$ cat src/rtl/gbn_pkg.sv
// ----------------------------------------------------------------------------
// gbn_pkg
// Shared types, constants and helpers of the go-back-N retransmit scheduler:
// ring geometry, beat structs, result kinds and the sequence/pointer math.
// ----------------------------------------------------------------------------
package gbn_pkg;

	// Ring geometry
	localparam int RING_DEPTH = 16;
	localparam int MAX_BYTES  = 8;
	localparam int PTR_W      = $clog2(RING_DEPTH);
	localparam int CNT_W      = $clog2(RING_DEPTH + 1);

	// Field widths
	localparam int SID_W  = 8;
	localparam int PAY_W  = 64;
	localparam int LEN_W  = 4;
	localparam int SEQ_W  = 16;
	localparam int KIND_W = 2;
	localparam int NBYTES = PAY_W / 8;

	// Sequence numbers run 1..65535 and skip 0
	localparam logic [SEQ_W:0] SEQ_MOD = (SEQ_W + 1)'(65535);

	// Request modes
	localparam logic MODE_WRITE = 1'b0;
	localparam logic MODE_ACK   = 1'b1;

	// Result kinds
	localparam logic [KIND_W-1:0] KIND_TX    = 2'd0;
	localparam logic [KIND_W-1:0] KIND_AVAIL = 2'd1;
	localparam logic [KIND_W-1:0] KIND_FULL  = 2'd2;

	typedef struct packed {
		logic             mode;
		logic [SID_W-1:0] stream_id;
		logic [PAY_W-1:0] payload;
		logic [LEN_W-1:0] payload_len;
		logic [SEQ_W-1:0] ack_seq;
	} req_t;

	typedef struct packed {
		logic [KIND_W-1:0] result_kind;
		logic [SID_W-1:0]  out_stream_id;
		logic [SEQ_W-1:0]  out_seq;
		logic [PAY_W-1:0]  out_payload;
		logic [LEN_W-1:0]  out_len;
		logic              resync;
		logic              last;
	} rsp_t;

	// One held packet as stored in the entry memory
	typedef struct packed {
		logic [SID_W-1:0] sid;
		logic [LEN_W-1:0] len;
		logic [PAY_W-1:0] payload;
	} entry_t;

	localparam int ENTRY_W = $bits(entry_t);

	// Sequence number of ring position pos: ((base + pos) mod 65535) + 1
	function automatic logic [SEQ_W-1:0] seq_of(input logic [SEQ_W-1:0] base,
			input logic [PTR_W-1:0] pos);
		logic [SEQ_W:0] sum;
		sum = {1'b0, base} + {{(SEQ_W + 1 - PTR_W){1'b0}}, pos};
		if (sum >= SEQ_MOD) begin
			sum = sum - SEQ_MOD;
		end
		return SEQ_W'(sum[SEQ_W-1:0] + 1'b1);
	endfunction

	// Ring pointer advance; a + b stays below twice the depth
	function automatic logic [PTR_W-1:0] ptr_add(input logic [PTR_W-1:0] a,
			input logic [CNT_W-1:0] b);
		logic [CNT_W:0] sum;
		sum = {{(CNT_W + 1 - PTR_W){1'b0}}, a} + {1'b0, b};
		if (sum >= (CNT_W + 1)'(RING_DEPTH)) begin
			sum = sum - (CNT_W + 1)'(RING_DEPTH);
		end
		return sum[PTR_W-1:0];
	endfunction

	// Clamp a byte count to the largest packet
	function automatic logic [LEN_W-1:0] sat_len(input logic [LEN_W-1:0] len);
		return (len > LEN_W'(MAX_BYTES)) ? LEN_W'(MAX_BYTES) : len;
	endfunction

	// Keep only the first len bytes
	function automatic logic [PAY_W-1:0] byte_mask(input logic [LEN_W-1:0] len);
		logic [PAY_W-1:0] mask;
		for (int i = 0; i < NBYTES; i++) begin
			mask[8*i +: 8] = (len > LEN_W'(i)) ? 8'hFF : 8'h00;
		end
		return mask;
	endfunction

endpackage

$ cat src/rtl/gbn_ram.sv
// ----------------------------------------------------------------------------
// gbn_ram
// Generic single-clock RAM: one write port, one read port, registered read
// data that holds until the next read.
// ----------------------------------------------------------------------------
module gbn_ram #(
	parameter int WIDTH = 8,
	parameter int DEPTH = 16
) (
	input  logic                     clk,
	input  logic                     we,
	input  logic [$clog2(DEPTH)-1:0] waddr,
	input  logic [WIDTH-1:0]         wdata,
	input  logic                     re,
	input  logic [$clog2(DEPTH)-1:0] raddr,
	output logic [WIDTH-1:0]         rdata
);

	logic [WIDTH-1:0] mem [DEPTH];

	// Write and registered read
	always_ff @(posedge clk) begin
		if (we) begin
			mem[waddr] <= wdata;
		end
		if (re) begin
			rdata <= mem[raddr];
		end
	end

endmodule

$ cat src/rtl/go_back_n_retransmit_scheduler.sv
// ----------------------------------------------------------------------------
// go_back_n_retransmit_scheduler
// Go-back-N transmitter: holds unacknowledged packets in a ring kept in an
// entry memory, sends each packet on write if the ring has room, frees entries
// on ack and resends the whole ring when an ack repeats the last acked number.
// ----------------------------------------------------------------------------
//
//   channel | signals                   | beat
//   --------+---------------------------+-----------------------------------
//   req     | req_valid, req_ready, req | one packet write or one ack
//   rsp     | rsp_valid, rsp_ready, rsp | one transmit / available / full
//
// A write or an ack is registered in the idle state, then acted on in the
// execute state. A repeated ack then sends the held entries one by one in the
// resend state, paced by the single read port of the entry memory. A new
// request beat is taken while the previous result sits in the output register.
// Reset clears the ring pointers and the last acknowledged number; the entry
// memory is not cleared and only written entries are read. A stalled rsp
// channel holds the block in any step that loads a result.
// ----------------------------------------------------------------------------
module go_back_n_retransmit_scheduler (
	input  logic          clk,
	input  logic          arst_n,
	input  logic          req_valid,
	output logic          req_ready,
	input  gbn_pkg::req_t req,
	output logic          rsp_valid,
	input  logic          rsp_ready,
	output gbn_pkg::rsp_t rsp
);

	import gbn_pkg::*;

	typedef enum logic [2:0] {
		ST_IDLE = 3'b001,
		ST_EXEC = 3'b010,
		ST_RETX = 3'b100
	} state_t;

	state_t            state_q, state_d;
	req_t              req_q;
	logic [PTR_W-1:0]  head_q, head_d;
	logic [CNT_W-1:0]  count_q, count_d;
	logic [SEQ_W-1:0]  last_acked_q, last_acked_d;
	logic [PTR_W-1:0]  slot_q, slot_d;
	logic [PTR_W-1:0]  pos_q, pos_d;
	logic              rsp_valid_q;
	rsp_t              rsp_q, rsp_d;
	logic              rsp_load;
	logic              rsp_free;

	logic              ram_we, ram_re;
	logic [PTR_W-1:0]  ram_waddr, ram_raddr;
	entry_t            ram_wdata;
	logic [ENTRY_W-1:0] ram_rdata;
	entry_t            rd_entry;

	logic              ring_full;
	logic [LEN_W-1:0]  wr_len;
	logic [SEQ_W-1:0]  ack_diff, ack_idx;
	logic              in_ring;
	logic [CNT_W-1:0]  ack_adv;
	logic              pos_last;
	logic [PTR_W-1:0]  next_slot;

	gbn_ram #(
		.WIDTH (ENTRY_W),
		.DEPTH (RING_DEPTH)
	) u_entry_ram (
		.clk   (clk),
		.we    (ram_we),
		.waddr (ram_waddr),
		.wdata (ram_wdata),
		.re    (ram_re),
		.raddr (ram_raddr),
		.rdata (ram_rdata)
	);

	assign rd_entry  = entry_t'(ram_rdata);
	assign req_ready = (state_q == ST_IDLE);
	assign rsp_valid = rsp_valid_q;
	assign rsp       = rsp_q;
	assign rsp_free  = !rsp_valid_q || rsp_ready;

	// Decode the registered beat
	assign ring_full = (count_q == CNT_W'(RING_DEPTH));
	assign wr_len    = sat_len(req_q.payload_len);
	assign ack_diff  = req_q.ack_seq - last_acked_q - SEQ_W'(1);
	assign ack_idx   = (ack_diff >= req_q.ack_seq) ? ack_diff - SEQ_W'(1) : ack_diff;
	assign in_ring   = (ack_idx < SEQ_W'(count_q));
	assign ack_adv   = ack_idx[CNT_W-1:0] + CNT_W'(1);
	assign pos_last  = ((CNT_W'(pos_q) + CNT_W'(1)) == count_q);
	assign next_slot = ptr_add(slot_q, CNT_W'(1));

	// Next-state logic
	always_comb begin
		state_d      = state_q;
		head_d       = head_q;
		count_d      = count_q;
		last_acked_d = last_acked_q;
		slot_d       = slot_q;
		pos_d        = pos_q;
		rsp_load     = 1'b0;
		rsp_d        = '0;
		ram_we       = 1'b0;
		ram_waddr    = ptr_add(head_q, count_q);
		ram_wdata    = '{sid: req_q.stream_id, len: wr_len,
			payload: req_q.payload & byte_mask(wr_len)};
		ram_re       = 1'b0;
		ram_raddr    = head_q;
		unique case (state_q)
			ST_IDLE: begin
				if (req_valid) begin
					state_d = ST_EXEC;
				end
			end
			ST_EXEC: begin
				if (req_q.mode == MODE_WRITE) begin
					if (rsp_free) begin
						rsp_load   = 1'b1;
						rsp_d.last = 1'b1;
						if (ring_full) begin
							rsp_d.result_kind = KIND_FULL;
						end else begin
							rsp_d.result_kind   = KIND_TX;
							rsp_d.out_stream_id = req_q.stream_id;
							rsp_d.out_seq       = seq_of(last_acked_q, count_q[PTR_W-1:0]);
							rsp_d.out_payload   = ram_wdata.payload;
							rsp_d.out_len       = wr_len;
							ram_we              = 1'b1;
							count_d             = count_q + CNT_W'(1);
						end
						state_d = ST_IDLE;
					end
				end else if (req_q.ack_seq == '0) begin
					// Reset ack: drop everything
					if (rsp_free) begin
						rsp_load          = 1'b1;
						rsp_d.result_kind = KIND_AVAIL;
						rsp_d.last        = 1'b1;
						head_d            = '0;
						count_d           = '0;
						last_acked_d      = '0;
						state_d           = ST_IDLE;
					end
				end else if (req_q.ack_seq == last_acked_q) begin
					// Repeated ack: start the walk at the oldest entry
					if (count_q == '0) begin
						state_d = ST_IDLE;
					end else begin
						ram_re    = 1'b1;
						ram_raddr = head_q;
						slot_d    = head_q;
						pos_d     = '0;
						state_d   = ST_RETX;
					end
				end else begin
					// Advance the ring, or empty it on an out-of-range ack
					if (rsp_free) begin
						rsp_load          = 1'b1;
						rsp_d.result_kind = KIND_AVAIL;
						rsp_d.resync      = !in_ring;
						rsp_d.last        = 1'b1;
						if (in_ring) begin
							head_d  = ptr_add(head_q, ack_adv);
							count_d = count_q - ack_adv;
						end else begin
							head_d  = '0;
							count_d = '0;
						end
						last_acked_d = req_q.ack_seq;
						state_d      = ST_IDLE;
					end
				end
			end
			ST_RETX: begin
				// Send the entry in the read register, fetch the next one
				if (rsp_free) begin
					rsp_load            = 1'b1;
					rsp_d.result_kind   = KIND_TX;
					rsp_d.out_stream_id = rd_entry.sid;
					rsp_d.out_seq       = seq_of(last_acked_q, pos_q);
					rsp_d.out_payload   = rd_entry.payload;
					rsp_d.out_len       = rd_entry.len;
					rsp_d.last          = pos_last;
					if (pos_last) begin
						state_d = ST_IDLE;
					end else begin
						ram_re    = 1'b1;
						ram_raddr = next_slot;
						slot_d    = next_slot;
						pos_d     = pos_q + PTR_W'(1);
					end
				end
			end
			default: begin
				state_d = ST_IDLE;
			end
		endcase
	end

	// Control registers
	always_ff @(posedge clk or negedge arst_n) begin
		if (!arst_n) begin
			state_q      <= ST_IDLE;
			head_q       <= '0;
			count_q      <= '0;
			last_acked_q <= '0;
			slot_q       <= '0;
			pos_q        <= '0;
			rsp_valid_q  <= 1'b0;
		end else begin
			state_q      <= state_d;
			head_q       <= head_d;
			count_q      <= count_d;
			last_acked_q <= last_acked_d;
			slot_q       <= slot_d;
			pos_q        <= pos_d;
			if (rsp_load) begin
				rsp_valid_q <= 1'b1;
			end else if (rsp_ready) begin
				rsp_valid_q <= 1'b0;
			end
		end
	end

	// Payload registers
	always_ff @(posedge clk) begin
		if (req_valid && req_ready) begin
			req_q <= req;
		end
		if (rsp_load) begin
			rsp_q <= rsp_d;
		end
	end

endmodule

$ cat config.mk
export PLATFORM = sky130hd
export DESIGN_NAME = go_back_n_retransmit_scheduler
export DESIGN_NICKNAME = d
export VERILOG_FILES = /design/src/rtl/gbn_pkg.sv /design/src/rtl/gbn_ram.sv /design/src/rtl/go_back_n_retransmit_scheduler.sv
export SDC_FILE = /design/constraint.sdc
export NUM_CORES = 2
export LEC_CHECK = 0
export ABC_AREA = 1
export BUFFER_PORTS_ARGS = -buffer_cell sky130_fd_sc_hd__buf_2
export CORE_AREA = 2 2 347 349
export CTS_BUF_LIST = sky130_fd_sc_hd__clkbuf_4
export CTS_CLUSTER_SIZE = 10
export DETAILED_ROUTE_END_ITERATION = 8
export DIE_AREA = 0 0 349 351
export PLACE_DENSITY = 0.7
export SLEW_MARGIN = 20
export SYNTH_ARGS = -nofsm -noshare
export SYNTH_HDL_FRONTEND = slang
export SYNTH_SLANG_ARGS = --single-unit
$ cat constraint.sdc
create_clock -name clk -period 5.8 [get_ports clk]
set_clock_uncertainty 0.2 [all_clocks]
set_input_delay 0.58 -clock clk [delete_from_list [all_inputs] [get_ports clk]]
set_output_delay 0.58 -clock clk [all_outputs]
set_load 0.05 [all_outputs]
# Yosys cells after proc, flatten, opt, wreduce, memory -nomap -nowiden
# Memory sizes are Yosys's and may differ from the RTL's. A register that Yosys moved wholly into a read port is not among the register bits.
# Cells that the tools add are included.
# word_totals
ff_bits	226
ramBits	1216
out_inout_bits	98
mem_count	1
# classes
addsub	20
order_cmp	16
n_eq_ne	18
n_mux	100
n_bitwise	4
n_reduce_logical	15
# mem_list
memory	depth	width	read_ports	rd_ports_with_merged_regs	write_ports	line_no	source
u_entry_ram.mem	16	76	1	1	1	gbn_ram.sv:19	logic [WIDTH-1:0] mem [DEPTH];
# op_table
operator	count
92-bit 2-to-1 mux	3
16-bit 2-to-1 mux	13
94-bit one-hot mux with 2 select lines	1
4-bit 2-to-1 mux	24
94-bit 2-to-1 mux	1
64-bit AND	1
8-bit 2-to-1 mux	8
5-bit 2-to-1 mux	8
16-bit by 4-bit adder with 17-bit output	2
17-bit by 16-bit greater-or-equal comparator with 1-bit output (second input constant)	2
16-bit by 1-bit adder with 16-bit output (second input constant)	2
16-bit by 1-bit subtractor with 16-bit output (second input constant)	2
16-bit subtractor (second input constant)	2
1-bit 2-to-1 mux	24
3-bit 2-to-1 mux	8
2-bit != test (second input constant)	11
16-bit equality test	1
16-bit greater-or-equal comparator	1
4-bit by 3-bit greater-than comparator with 1-bit output (second input constant)	4
16-bit zero test	1
16-bit by 5-bit less-than comparator with 1-bit output	1
4-bit one-hot mux with 2 select lines	2
16-bit subtractor	1
4-bit by 5-bit adder with 6-bit output	2
30 further kinds	48

# Depth between registers and ports, before layout
# depth
ltp_word	12
mapped_depth	38
depth_no_buf	37

# Modules after synthesis
# Synthesis repeated with hierarchy kept, for this count alone.
# unflattened
hier_cells	6578
area_unflattened_um2	67788.8
# by_module_without_submodules
mod	n_inst	cells_per_inst	area_each_um2
gbn_ram	1	4995	54165.7
go_back_n_retransmit_scheduler	1	1583	13623.1

# Worst setup path before layout
# Ideal clock, no wire load.
# synth_path
kind	register -> register
startpoint	reg state_q[0]
endpoint	mem u_entry_ram.mem[10][0] (netlist name), enable pin
arrival_ps	5138
setup_slack_ps	-49
stages_incl_launch_ff	9
n_path_buf	1
synth_period_minus_slack_ps	5849
path_cell_list	dfstp_2 -> nor3_1 -> inv_1 -> nor3_1 -> inv_1 -> nor2_1 -> clkbuf_1 -> nand3_1 -> nor2_1
# synth_via
elab_chain_cells	4
# synth_rtl
item	line_no	source
from (decl)	go_back_n_retransmit_scheduler.sv:40	state_t state_q, state_d;
from (signal assigned)	go_back_n_retransmit_scheduler.sv:213	state_q <= state_d;
3-bit by 2-bit equality test with 1-bit output	go_back_n_retransmit_scheduler.sv:111	unique case (state_q)
1-bit 2-to-1 mux	go_back_n_retransmit_scheduler.sv:111	
1-bit 2-to-1 mux	gbn_ram.sv:23	if (we) begin
1-bit 2-to-1 mux (not written as such)	gbn_ram.sv:24	mem[waddr] <= wdata;
to (decl)	gbn_ram.sv:19	
# Every way passes these cells.

# Worst setup path after layout
# layout_path
startpoint	reg last_acked_q[0]
endpoint	reg count_q[4]
# layout_via
elab_chain_cells	11
word_cells_on_any_way	17
classes_between	add/sub (5); order compare (2); eq/ne (2); mux (6); reduce/logical (2)
# layout_rtl
item	line_no	source
from (decl)	go_back_n_retransmit_scheduler.sv:44	logic [SEQ_W-1:0] last_acked_q, last_acked_d;
from (signal assigned)	go_back_n_retransmit_scheduler.sv:216	last_acked_q <= last_acked_d;
16-bit subtractor	go_back_n_retransmit_scheduler.sv:88	assign ack_diff = req_q.ack_seq - last_acked_q - SEQ_W'(1);
16-bit by 1-bit subtractor with 16-bit output	go_back_n_retransmit_scheduler.sv:88	
16-bit by 1-bit subtractor with 16-bit output or 16-bit greater-or-equal comparator (tied branches)	go_back_n_retransmit_scheduler.sv:89	assign ack_idx = (ack_diff >= req_q.ack_seq) ? ack_diff - SEQ_W'(1) : ack_diff;
16-bit 2-to-1 mux	go_back_n_retransmit_scheduler.sv:89	
5-bit by 1-bit adder with 5-bit output	go_back_n_retransmit_scheduler.sv:91	assign ack_adv = ack_idx[CNT_W-1:0] + CNT_W'(1);
5-bit subtractor	go_back_n_retransmit_scheduler.sv:166	count_d = count_q - ack_adv;
5-bit 2-to-1 mux	go_back_n_retransmit_scheduler.sv:164	if (in_ring) begin
5-bit 2-to-1 mux	go_back_n_retransmit_scheduler.sv:159	if (rsp_free) begin
5-bit 2-to-1 mux	go_back_n_retransmit_scheduler.sv:146	end else if (req_q.ack_seq == last_acked_q) begin
5-bit 2-to-1 mux	go_back_n_retransmit_scheduler.sv:135	end else if (req_q.ack_seq == '0) begin
5-bit 2-to-1 mux	go_back_n_retransmit_scheduler.sv:118	if (req_q.mode == MODE_WRITE) begin
to (signal assigned)	go_back_n_retransmit_scheduler.sv:215	count_q <= count_d;
to (decl)	go_back_n_retransmit_scheduler.sv:43	logic [CNT_W-1:0] count_q, count_d;
# Parallel ways exist; a longest one is shown, timed or not. The select of a mux whose other input is x is not followed.
# A chain may end at the register's enable or synchronous reset.

==> flow_summary_export.csv <==
group,metric,value,unit
outcome,status,"finished clean",
layout,fin_nets,6244,
setup_path,rr_worst_depth,30,
setup_path,reg2reg_from,"last_acked_q[0]$_DFFE_PN0P_",
detailed_routing,wl_per_cell,20.46,um
timing,setup-tns-final,0,ps
layout,final_cells,7862,
timing,drv_slew,0,
power,power_density,448.6,nW/um^2
detailed_routing,viasPerCell,5.553,
logic_synthesis,yosysWarnings,0,
placement,dp.final_hpwl,82.79,mm
setup_path,crit_required,6770,ps
logic_synthesis,yosys.area_share.simple,0.1087,
power,p_seq_frac,0.411,
grt,grt_max_degree,273,
logic_synthesis,synth_compound_area_frac,0.1002,
detailed_routing,num_vias,43660,
flow_run,maxCapViolCount,0,
placement,place_inst,7036,
floorplanning,die_area,122500,um^2
clock_tree,htreeDepth,5,
power,peakVddDrop,362.4,uV
layout,utilization,0.6229,
grt,grt_pass1_wl,240.6,mm
clock_tree,numCtsBuffers,393,
setup_path,r2r-end,"count_q[4]$_DFFE_PN0P_",
grt,track_usage,0.2605,
detailed_routing,drc,0,
power,power_frac_comb,0.329,
logic_synthesis,synth_area_leader_cell,"edfxtp_1",
logic_synthesis,ys_top_cells_by_area,"edfxtp_1 (69%), inv_1 (4.9%), nand2_1 (4.7%)",
setup_path,crit_type,"reg -> reg",
placement,place_area,67580,um^2
logic_synthesis,synth_edf_count,1481,
logic_synthesis,yosys.area.top_type_share,0.6860,
logic_synthesis,syn-cell-area,64820,um^2
setup_path,r2r_setup_slack,530,ps
detailed_routing,drt_iter0_markers,4574,
logic_synthesis,synth_fa_ha_area_frac,0.01421,
power,internal_power,21.19,mW
timing,setup_violations,0,
layout,fin_area,74140,um^2
detailed_routing,route.final.wire_length,160.8,mm
logic_synthesis,synth_area_per_cell,11.78,um^2
timing,max_freq,0.1896,GHz
floorplanning,placementRows,127,
layout,drive_above_1_share,0.1458,
clock_tree,cts_root_buf,"clkbuf_4",
floorplanning,num_io_pins,195,
floorplanning,die_h,351,um
clock_tree,cts_tree,"built",
setup_path,end_kind,"flip-flop",
timing,period_minus_slack,5274,ps
layout,final_cell_mix,"edfxtp_1 (1481), inv_1 (851), nand2_1 (810)",
timing,finalHoldViolations,0,
power,p_leak,28.11,nW
setup_path,cp_common_cell,"nand2_1",
logic_synthesis,synth.area.mux_share,0,
setup_path,start_kind,"flip-flop",
timing,post-route-period-util,0.9092,
floorplanning,start_util,0.5447,
power,p_sw_frac,0.3630,
layout,synthToLayoutAreaGrowth,14.37,%
logic_synthesis,syn-num-nets,5668,
placement,dp_slack,422.0,ps
placement,gp_congestion,0.8597,
clock_tree,cts.sinks,1518,
setup_path,cp_max_fo,10,
logic_synthesis,ys_seq_elements,1518,
logic_synthesis,ys_types,50,
grt,grt_overflow,0,
setup_path,critical-path-max-stage-delay,420,ps
floorplanning,coreArea,119000,um^2
detailed_routing,drt-pass1-iter-count,6,
grt,grt_pass1_vias,41960,
power,p_switching,12.07,mW
timing,relSlewSlack,0.2008,
logic_synthesis,synth_top_family_by_area,"simple AND/OR/NAND/NOR gates",
grt,antenna_found_initial,4,
hold_path,hp-class,"in -> async",
layout,final_common_cell,"edfxtp_1",
logic_synthesis,async_reset_ff_frac,0.02437,
setup_path,critPathArrivalTime,6250,ps
placement,io_buffers,194,
timing,setup_ws,526.5,ps
logic_synthesis,synthesis.instances,5501,
logic_synthesis,synth_xor_xnor_area_share,0.007412,
detailed_routing,ant_nets,0,
logic_synthesis,seq_area_frac_synth,0.7003,
clock_tree,max-clock-path-buffers,4,
logic_synthesis,yosys_most_used_dff,"edfxtp_1",
floorplanning,die_x,349,um
power,clkPwrFrac,0.259,
timing,tightest_slew,1199,ps
clock_tree,insertion_delay,1290,ps
setup_path,cp_slowest_cell,"fa_1",
clock_tree,clk_pin_slew,70,ps
==> critical path, delay by kind of cell, from the launching register on <==
family	cells	cell delay (ps)
AO/OA/AOI/OAI	3	560
buffers and inverters	5	480
flip-flops	1	410
AND/OR/NAND/NOR	13	1300
XOR/XNOR	5	1010
adder cells (fa/ha/maj)	4	1190
==> synthesized netlist by cell type, types with 2 or more instances <==
| cell | number |
|---|---|
| a21boi_0 | 2 |
| a21o_1 | 3 |
| a21oi_1 | 346 |
| a22o_1 | 12 |
| a31oi_1 | 2 |
| and2_1 | 2 |
| buf_1 | 32 |
| buf_2 | 126 |
| buf_4 | 8 |
| buf_6 | 3 |
| clkbuf_1 | 112 |
| dfrtp_1 | 36 |
| edfxtp_1 | 1481 |
| fa_1 | 6 |
| ha_1 | 64 |
| inv_1 | 853 |
| inv_2 | 4 |
| nand2_1 | 812 |
| nand2_2 | 10 |
| nand3_1 | 570 |
| nand3_2 | 9 |
| nand3_4 | 2 |
| nand3b_1 | 7 |
| nand4_1 | 23 |
| nor2_1 | 116 |
| nor2_2 | 7 |
| nor2_4 | 6 |
| nor3_1 | 22 |
| nor4_1 | 5 |
| o211ai_1 | 306 |
| o21ai_0 | 423 |
| o21ai_1 | 7 |
| o21ai_2 | 2 |
| o21bai_1 | 2 |
| o22ai_1 | 7 |
| o22ai_2 | 2 |
| o31ai_1 | 4 |
| o32ai_1 | 2 |
| or2_2 | 3 |
| xnor2_1 | 13 |
| xor2_1 | 40 |
==> logic make-up (layout without fill, tap and decap cells) <==
logic type	count (synthesis)	after routing
AO/OA/AOI/OAI	1121	1121
flip-flops	1518	1518
AND/OR/NAND/NOR	1599	1599
XOR/XNOR	54	54
buffers and inverters	1139	1946
adder cells (fa/ha/maj)	70	70
other	0	6
==> worst max path at each step <==
stage / startpoint / endpoint / slack, ps / depth (start not counted)
finish: last_acked_q[0]$_DFFE_PN0P_ / count_q[4]$_DFFE_PN0P_ / 530 / 30
global route: last_acked_q[0]$_DFFE_PN0P_ / head_q[3]$_DFFE_PN0P_ / -20 / 32
global placement: last_acked_q[6]$_DFFE_PN0P_ / head_q[3]$_DFFE_PN0P_ / 420 / 32
CTS: last_acked_q[6]$_DFFE_PN0P_ / head_q[1]$_DFFE_PN0P_ / 380 / 32
floorplan: state_q[0]$_DFFE_PN1P_ / u_entry_ram.mem[10][0]$_DFFE_PP_ / -50 / 8
detailed placement: last_acked_q[8]$_DFFE_PN0P_ / head_q[1]$_DFFE_PN0P_ / 420 / 29
==> per-stage QoR <==
step	hold slack (ps)	power, mW
after global routing	176.3	35.44
after floorplan	84.41	21.84
after CTS	100.3	33.38
final	237.1	33.26
after global placement	312.5	24.42
after detailed placement	310.5	24.61
==> registers in the layout, summed over array words and instances (netlist names) <==
signal             count
req_q                 85
last_acked_q          16
rsp_valid              1
slot_q                 4
u_entry_ram.rdata     76
head_q                 4
rsp                   96
count_q                5
state_q                3
pos_q                  4
u_entry_ram.mem     1216
ram_wdata              8
==> power groups by stage <==
stage / sequential [mW] / combinational, mW / clock (mW)
floorplan: 14.3 / 7.55 / 0
CTS: 13.7 / 10.9 / 8.83
finish: 13.7 / 11.0 / 8.63
global placement: 13.9 / 10.5 / 0
detailed placement: 13.9 / 10.7 / 0
global route: 13.7 / 12.3 / 9.38
==> routing by layer <==
layer	vias to the layer above	share of wire	track usage
li1	20700	-	-
met1	20850	0.41	0.3485
met2	1806	0.48	0.4200
met3	301	0.084	0.05674
met4	2	0.027	0.09931
met5	-	0.000081	0
==> layout make-up <==
class                   count  area, um^2
diodes                      6       15.01
clock buffers             553        4151
clock inverters            73       416.7
fillers                  9215       44880
inverters                 858        3229
multi-input cells        2844       15160
flip-flops and latches   1518       45400
well taps                1548        1937
repair buffers            462        3826
==> repair_timing <==
item,CTS,global route
endpoints found under the setup margin,0,10
hold endpoints to repair,195,0
resized for setup,0,7
hold buffers,193,0
buffers inserted,0,1
Power figures use the tool's default switching activity.
